**config.mk**
```make
export PLATFORM = sky130hd
export DESIGN_NAME = lzw_ram
export DESIGN_NICKNAME = d
export VERILOG_FILES = /design/src/lzw_variable_width_encoder_assert.svh /design/src/lzw_ram.sv
export SDC_FILE = /design/constraint.sdc
export NUM_CORES = 1
export LEC_CHECK = 0
export BUFFER_PORTS_ARGS = -buffer_cell sky130_fd_sc_hd__buf_2
export CAP_MARGIN = 5
export CORE_UTILIZATION = 54
export DETAILED_ROUTE_END_ITERATION = 10
export GPL_TIMING_DRIVEN = 1
export PLACE_DENSITY = 0.74
export RECOVER_POWER = 25
export SKIP_CTS_REPAIR_TIMING = 1
export SLEW_MARGIN = 0
export SYNTH_ARGS = -nofsm -noshare
export SYNTH_HDL_FRONTEND = slang
export SYNTH_SLANG_ARGS = --single-unit
```
**constraint.sdc**
```tcl
create_clock -name clock -period 1.9 [get_ports clock]
set_input_delay 0.475 -clock clock [delete_from_list [all_inputs] [get_ports clock]]
set_output_delay 0.475 -clock clock [all_outputs]
set_load 0.01 [all_outputs]
```
**src/lzw_variable_width_encoder_assert.svh**
```systemverilog
// Assertion macros used by the encoder.
`ifndef LZW_VARIABLE_WIDTH_ENCODER_ASSERT_SVH
`define LZW_VARIABLE_WIDTH_ENCODER_ASSERT_SVH
// Asserts that a condition implies a consequence in the same cycle.
`define LZW_ASSERT_IMPL(label, clk, rst, cond, cons) \
   label: assert property (@(posedge clk) disable iff (rst) (cond) |-> (cons)) \
      else $error("assertion failed");
// Asserts that a condition implies a consequence in the next cycle.
`define LZW_ASSERT_NEXT(label, clk, rst, cond, cons) \
   label: assert property (@(posedge clk) disable iff (rst) (cond) |=> (cons)) \
      else $error("assertion failed");
`endif

```
**src/lzw_ram.sv**
```systemverilog
`default_nettype none
module lzw_ram #(
   parameter int Width = 8,
   parameter int Depth = 16
) (
   input wire logic clock,
   input wire logic wr_en,
   input wire logic [$clog2(Depth)-1:0] wr_addr,
   input wire logic [Width-1:0] wr_data,
   input wire logic [$clog2(Depth)-1:0] rd_addr,
   output logic [Width-1:0] rd_data
);
   logic [Width-1:0] mem [Depth];

   always_ff @(posedge clock) begin
      if (wr_en) mem[wr_addr] <= wr_data;
      rd_data <= mem[rd_addr];
   end
endmodule
`default_nettype wire

```
-- Word-level counts from Yosys, hierarchy flattened
Memory sizes are Yosys's and may differ from the RTL's. A register that Yosys moved wholly into a read port is not among the register bits.
Index checks and enable logic that the tools add are counted.
- register bits: 0
- bits in latches: 0
- RAM bits: 128
- bits in read-only memories: 0
- input port bits: 18
- output and inout bits: 8
- memories kept: 1
- memory list (memory ; depth ; bits a word ; read ports ; clocked after Yosys merged registers in ; write ports ; line ; RTL):
    mem ; 16 ; 8 ; 1 ; 1 ; 1 ; lzw_ram.sv:13 ; logic [Width-1:0] mem [Depth];
- $add $sub $neg: 0
- multipliers: 0
- divide/modulo/power cells: 0
- order comparisons: 0
- equality and inequality tests: 0
- shift-type cells: 0
- multiplexer cells: 2
- bitwise gates (word level): 0
- reduce and logical (&&, ||, !) cells: 0
- operators by type and width (cell ; number):
    two-way mux 1 bit ; 2

-- Logic depth before layout (Yosys ltp)
Gate-level depths: netlist (run 1).
- depth after elaboration: 2
- depth in mapped cells: 5
- gate-level depth less buffers: 3

-- Least setup slack after synthesis (run 1)
Ideal clock, no wire load.
- path kind: input port to flip-flop
- from: in wr_addr[2]
- to: mem mem[0][0], enable pin
- data arrival time: 1.585 ns
- setup slack: -0.068 ns
- stages: 2
- path buffers: 0
- path through: or3b_2 nor3_1
- RTL lines (element ; line ; RTL):
    start: declaration ; lzw_ram.sv:8 ; input wire logic [$clog2(Depth)-1:0] wr_addr,
    end: declaration ; lzw_ram.sv:13 ;
No word-level cell before the write port.

-- Worst setup path after layout (run 1)
- from: reg rd_data[4], read port of mem
- to: out rd_data[4]
- RTL lines (element ; line ; RTL):
    start: declaration ; lzw_ram.sv:11 ; output logic [Width-1:0] rd_data
No word-level cell between the ends.

==> results of run 1 <==
## area by class of cell
type	instances	area [um^2]
timing repair buffer	46	314
multi-input combinational	83	1060
tap	129	161
clock inverter	15	175
sequential	136	4000
fill	607	3110
clock buffer	17	414
## worst paths after layout
| path | slack [ns] | to | start |
|---|---|---|---|
| worst min register to register | 0.68 | rd_data[1]$_DFF_P_ | mem[14][1]$_DFFE_PP_ |
| worst max register to register | 0.53 | rd_data[3]$_DFF_P_ | mem[9][3]$_DFFE_PP_ |
| worst min-delay path | 0.34 | mem[15][5]$_DFFE_PP_ | wr_data[5] |
| worst max-delay path | 0.44 | rd_data[4] | rd_data[4]$_DFF_P_ |
## worst register-to-register path, delay by kind of cell, from the launching register on
family	cells	cell delay (ns)
AOI/OAI and AO/OA	1	0.26
DFF	1	0.36
muxes	1	0.51
and+or+nand+nor	1	0.11
## routing by layer
layer	GRT usage, %	routed length (um)	up-vias
met5	0	0	-
met4	9.16	189	0
met3	6.04	666	19
met2	31.2	4490	103
met1	27.5	3510	1213
li1	-	-	1085
## flip-flops by register name, summed over array words and instances, names as in the netlist
| name | flops |
|---|---|
| mem | 128 |
| rd_data | 8 |
## power breakdown
group | switching (mW) | internal [mW] | total, mW
registers | 0.0185 | 3.35 | 3.37
logic | 0.175 | 0.139 | 0.314
clock network | 1.22 | 2.00 | 3.21
## layout by cell type (no fill, tap or decap)
| cell | synthesis | layout |
|---|---|---|
| nor3_1 | 4 | 3 |
| or3b_2 | 1 | 1 |
| clkinvlp_4 | 0 | 2 |
| clkbuf_1 | 0 | 5 |
| mux4_2 | 18 | 18 |
| clkinv_2 | 0 | 2 |
| nor3_2 | 0 | 1 |
| nor2b_1 | 1 | 1 |
| edfxtp_1 | 128 | 128 |
| nor2_1 | 13 | 13 |
| clkbuf_8 | 0 | 1 |
| buf_4 | 1 | 18 |
| bufinv_16 | 0 | 3 |
| nand2_1 | 9 | 9 |
| nand3_1 | 1 | 1 |
| inv_6 | 0 | 3 |
| buf_12 | 0 | 3 |
| nand2b_1 | 2 | 2 |
| and2b_1 | 1 | 1 |
| dfxtp_1 | 8 | 8 |
| buf_2 | 3 | 20 |
| mux4_1 | 14 | 14 |
| clkbuf_16 | 0 | 16 |
| clkinv_1 | 0 | 2 |
| a22oi_1 | 16 | 16 |
| and2_1 | 1 | 1 |
| nand3b_1 | 2 | 2 |
| clkinv_4 | 0 | 3 |
## per-stage QoR
stage | instances | utilization [%]
2_1_floorplan | 229 | -
3_3_place_gp | 394 | 60.0
3_5_place_dp | 394 | 60.0
4_1_cts | 426 | 66.4
5_1_grt | 426 | 66.4
6_report | 426 | 66.4
## cells by family after synthesis
kind of cell	Yosys count
buf+inv	10
simple gates	35
flops	136
mux	32
compound gates	16
==> impl_metrics.tcl, run 1 <==
set metrics [dict create \
    synth-seq-cells 136 \
    drcViolationCount 0 \
    start_kind "flop" \
    status "complete, no violations" \
    synthXorXnorAreaFrac_pct 0 \
    synthMuxAreaShare_pct 15.0 \
    synth_area_leaders "edfxtp_1, mux4_2, mux4_1, dfxtp_1, a22oi_1" \
    synth_compound_area_share_pct 2.33 \
    cts_made_buffers 17 \
    yosysUniqueCellTypes 19 \
    crit_fanout 1 \
    holdWs_ns 0.345 \
    path_class "flop to primary output" \
    dp_hpwl_mm 5.74 \
    required_ns 1.42 \
    synthCells 229 \
    p_per_area_mw_per_mm2 1130 \
    dieArea_mm2 0.00993 \
    slew_viol_final 0 \
    tns_ns 0 \
    die_h_um 99.6 \
    route.final.wire_length_mm 8.86 \
    hold_depth 1 \
    vdd_drop_max_mv 0.619 \
    ctsHtreeMaxLevel 4 \
    drt_iter0_markers 101 \
    cp.arrival_ns 0.99 \
    start_util_pct 55.7 \
    cts_buffer_depth 2 \
    area_growth_pct 19.1 \
    syn_nets 247 \
    crit_cells 1 \
    hold_viol 0 \
    reg2reg_depth 3 \
    max_stage_delay_ns 0.34 \
    fin_ws_ns 0.438 \
    first_pass_iters 4 \
    nNetsFinal 302 \
    synthMostInstantiatedCell "edfxtp_1" \
    die-width_um 99.6 \
    dpl_cell_area_mm2 0.00555 \
    drive_gt1_share_pct 30.6 \
    rsz0062_at_grt "no" \
    rows 35 \
    avgSynthCellArea_um2 22.5 \
    grt_pass1_wl_mm 13.7 \
    hold_path_class "input port to flop" \
    p_leak_nw 2.09 \
    synthArstFlopShare_pct 0 \
    grt.total_usage_pct 20.4 \
    synth_top_family_by_area "multiplexers" \
    yosys-top-cells-count "edfxtp_1, mux4_2, a22oi_1, mux4_1, nor2_1" \
    cts_tree "yes" \
    antenna_found_initial 0 \
    synthAdderAreaFrac_pct 0 \
    end_kind "primary output" \
    cp_num_buf_inv 1 \
    ys_warn_count 0 \
    pre_cts_ws_ns 0.0349 \
    fin_crit_sh_pct 76.9 \
    grt_overflow 0 \
    tightest_slew_ns 0.627 \
    diodes 0 \
    skew_ns 0.00495 \
    post_drt_wl_per_cell_um 20.8 \
    setup_viol 0 \
    period_needed_ns 1.46 \
    cp_top_family "flip-flops" \
    finish.instance_area_mm2 0.00613 \
    ys_seq_area_share_pct 77.8 \
    clk_latency_ns 0.52 \
    yosys.area.top_type "edfxtp_1" \
    vias 2420 \
    power_mw 6.90 \
    synthSimpleGateAreaFrac_pct 3.18 \
    crit_chain "buf_2" \
    portBuffers 25 \
    core_area_mm2 0.00924 \
    syn-cell-area_mm2 0.00515 \
    pin_count 26 \
    yosysTopAreaCellShare_pct 74.7 \
    globalplace.congestion 0.702 \
    grt_pass1_vias 2457 \
    cpMaxStageDelayCell "dfxtp_1" \
    grt_max_degree 33 \
    ant_nets 0 \
    slew_headroom_pct 58.2 \
    maxCapViolations 0 \
    viasPerCell 5.68 \
    synth_edf_count 128 \
    fmax_mhz 684 \
    clock_sinks 136 \
    cts_root_buf "clkbuf_8" \
    ys.flop_type "edfxtp_1" \
    path_clk_slew_ns 0.06 \
]
Power figures use the tool's default switching activity.
==> inputs of run 2 (changes only) <==
--- a/config.mk
+++ b/config.mk
@@ -5,12 +5,13 @@
 export SDC_FILE = /design/constraint.sdc
 export NUM_CORES = 1
 export LEC_CHECK = 0
+export ABC_AREA = 1
 export BUFFER_PORTS_ARGS = -buffer_cell sky130_fd_sc_hd__buf_2
 export CAP_MARGIN = 5
-export CORE_UTILIZATION = 54
+export CORE_UTILIZATION = 61
 export DETAILED_ROUTE_END_ITERATION = 10
 export GPL_TIMING_DRIVEN = 1
-export PLACE_DENSITY = 0.74
+export PLACE_DENSITY = 0.79
 export RECOVER_POWER = 25
 export SKIP_CTS_REPAIR_TIMING = 1
 export SLEW_MARGIN = 0
==> constraint.sdc (replaced) <==
create_clock -name clock -period 1.5 [get_ports clock]
set_input_delay 0.375 -clock clock [delete_from_list [all_inputs] [get_ports clock]]
set_output_delay 0.375 -clock clock [all_outputs]
set_load 0.01 [all_outputs]
==> run 2 against run 1 <==
Die area fell by 0.81%. Cell count rose by 69%. Largest cell class unchanged. Critical path type unchanged. Sequential share of layout area fell by 5.7 points. Combinational power rose by 76%.
==> impl_metrics.tcl, run 2 <==
set metrics [dict create \
    slew_headroom_pct 44.3 \
    met2_usage_pct 45.7 \
    slew_viol_final 0 \
    ys_warn_count 0 \
    rr_endpoint "rd_data[7]$_DFF_P_" \
    synthMostInstantiatedCell "nand2_1" \
    dp_hpwl_mm 7.52 \
    grt_overflow 0 \
    grt_pass1_vias 3881 \
    maxCapViolations 0 \
    p_per_area_mw_per_mm2 1350 \
    ys.flop_type "edfxtp_1" \
    vias 4056 \
    cp_top_family "flip-flops" \
    cts_tree "yes" \
    rows 35 \
    ys_seq_area_share_pct 69.4 \
    area_growth_pct 16.6 \
    diodes 0 \
    viasPerCell 5.64 \
    globalplace.congestion 0.807 \
    synthArstFlopShare_pct 0 \
    largest_register "mem" \
    dpl_cell_area_mm2 0.00612 \
    end_kind "primary output" \
    cts_made_buffers 17 \
    final_common_cell "nand2_1" \
    route.final.wire_length_mm 13.3 \
    grt.total_usage_pct 29.9 \
    synth_edf_count 128 \
    grt_pass1_wl_mm 21.1 \
    clock_sinks 136 \
    ff2ff_setup_slack_ns 0.43 \
    drive_gt1_share_pct 12.5 \
    portBuffers 25 \
    tns_ns 0 \
    skew_ns 0.00742 \
    start_kind "flop" \
    final_util_pct 73.1 \
    synth_area_leaders "edfxtp_1, nand2_1, nand3_1, inv_1, dfxtp_1" \
    clk_latency_ns 0.51 \
    hold_viol 0 \
    fmax_mhz 715 \
    core_area_mm2 0.00920 \
    tightest_slew_ns 0.835 \
    period_needed_ns 1.40 \
    r2r_start "mem[3][7]$_DFFE_PP_" \
    first_pass_iters 7 \
    p_leak_nw 2.95 \
    post_drt_wl_per_cell_um 18.6 \
    synthCells 551 \
    drcViolationCount 0 \
    cp.arrival_ns 1.02 \
    finish.instance_area_mm2 0.00672 \
    grt_max_degree 65 \
    synth-seq-cells 136 \
    met3_usage_pct 7.73 \
    busiest_layer "met2" \
    dp_cells 687 \
    dieArea_mm2 0.00985 \
    cts_root_buf "clkbuf_8" \
    syn-cell-area_mm2 0.00577 \
    ctsHtreeMaxLevel 4 \
    required_ns 1.12 \
    die_h_um 99.2 \
    ant_nets 0 \
    yosys-top-cells-count "nand2_1, edfxtp_1, inv_1, nand3_1, nor2_1" \
    start_util_pct 62.7 \
    use_met1_pct 42.1 \
    path_class "flop to primary output" \
    crit_chain "buf_2" \
    crit_cells 1 \
    cp_num_buf_inv 1 \
    yosys.area.top_type "edfxtp_1" \
    nNetsFinal 613 \
    hold_path_class "input port to flop" \
    cpMaxStageDelayCell "dfxtp_1" \
    syn_nets 569 \
    crit_fanout 1 \
    avgSynthCellArea_um2 10.5 \
    hold_start "rd_addr[3]" \
    reg2reg_depth 6 \
    layout_common_cells "nand2_1, edfxtp_1, inv_1" \
    cts_buffer_depth 2 \
    yosysTopAreaCellShare_pct 66.7 \
    fin_crit_sh_pct 93.2 \
    setup_viol 0 \
    antenna_found_initial 0 \
    worstSetupStartpoint "rd_data[1]$_DFF_P_" \
    vdd_drop_max_mv 1.26 \
    top_regs "mem x128, rd_data x8" \
    pin_count 26 \
    status "complete, no violations" \
    final_cells 719 \
    largest_reg_flops 128 \
    max_stage_delay_ns 0.36 \
    yosysUniqueCellTypes 12 \
    power_mw 9.11 \
    rsz0062_at_grt "no" \
    crit_end "rd_data[1]" \
    die-width_um 99.2 \
    drt_iter0_markers 460 \
    path_clk_slew_ns 0.06 \
]
-- run 2: changes by cell type in the layout (fill, tap and decap cells not counted), sizes merged, moves of 2 or more --
cell / delta
mux4: -32
clkbuf: +2
buf: +3
inv: +100
nor2: +4
a22oi: -16
nand3: +96
nand2: +164
nand2b: -2
nor3: -4
-- run 2: logic make-up after synthesis --
family                 after synthesis  share of synthesized area, %
and+or+nand+nor                    289                          21.0
DFF                                136                          69.4
buffers and inverters              126                          9.52
-- run 2: per-layer routing --
layer	wire length (um)	vias to the layer above	share of wire, %
li1	-	1864	-
met1	5340	1920	40
met2	6520	247	49
met3	1210	25	9.1
met4	269	0	2.0
met5	0	-	0
-- run 2: worst min-delay path by stage --
stage | endpoint | slack (ns) | cells after the start
floorplan | mem[0][0]$_DFFE_PP_ | 0.47 | 0
global placement | rd_data[7]$_DFF_P_ | 0.66 | 6
detailed placement | rd_data[2]$_DFF_P_ | 0.66 | 6
CTS | rd_data[2]$_DFF_P_ | 0.21 | 3
global route | rd_data[7]$_DFF_P_ | 0.22 | 3
finish | rd_data[7]$_DFF_P_ | 0.23 | 3
-- run 2: cell type report --
type,instances,area (um^2)
Multi-Input combinational cell,289,1210
Clock inverter,13,178
Timing Repair Buffer,49,374
Sequential cell,136,4000
Fill cell,587,2470
Tap cell,111,139
Clock buffer,19,432
Inverter,102,383
-- run 2: per-stage QoR --
step	setup slack, ns	hold slack [ns]
after floorplan	0.174	0.474
after global placement	0.0958	0.660
after detailed placement	0.0513	0.655
after CTS	0.108	0.212
after global routing	0.0844	0.215
final	0.102	0.234
-- run 2: power by group --
part,leakage (nW),internal [mW],switching [mW]
logic,1.43,0.173,0.381
registers,1.22,4.25,0.0250
clock network,0.299,2.74,1.54
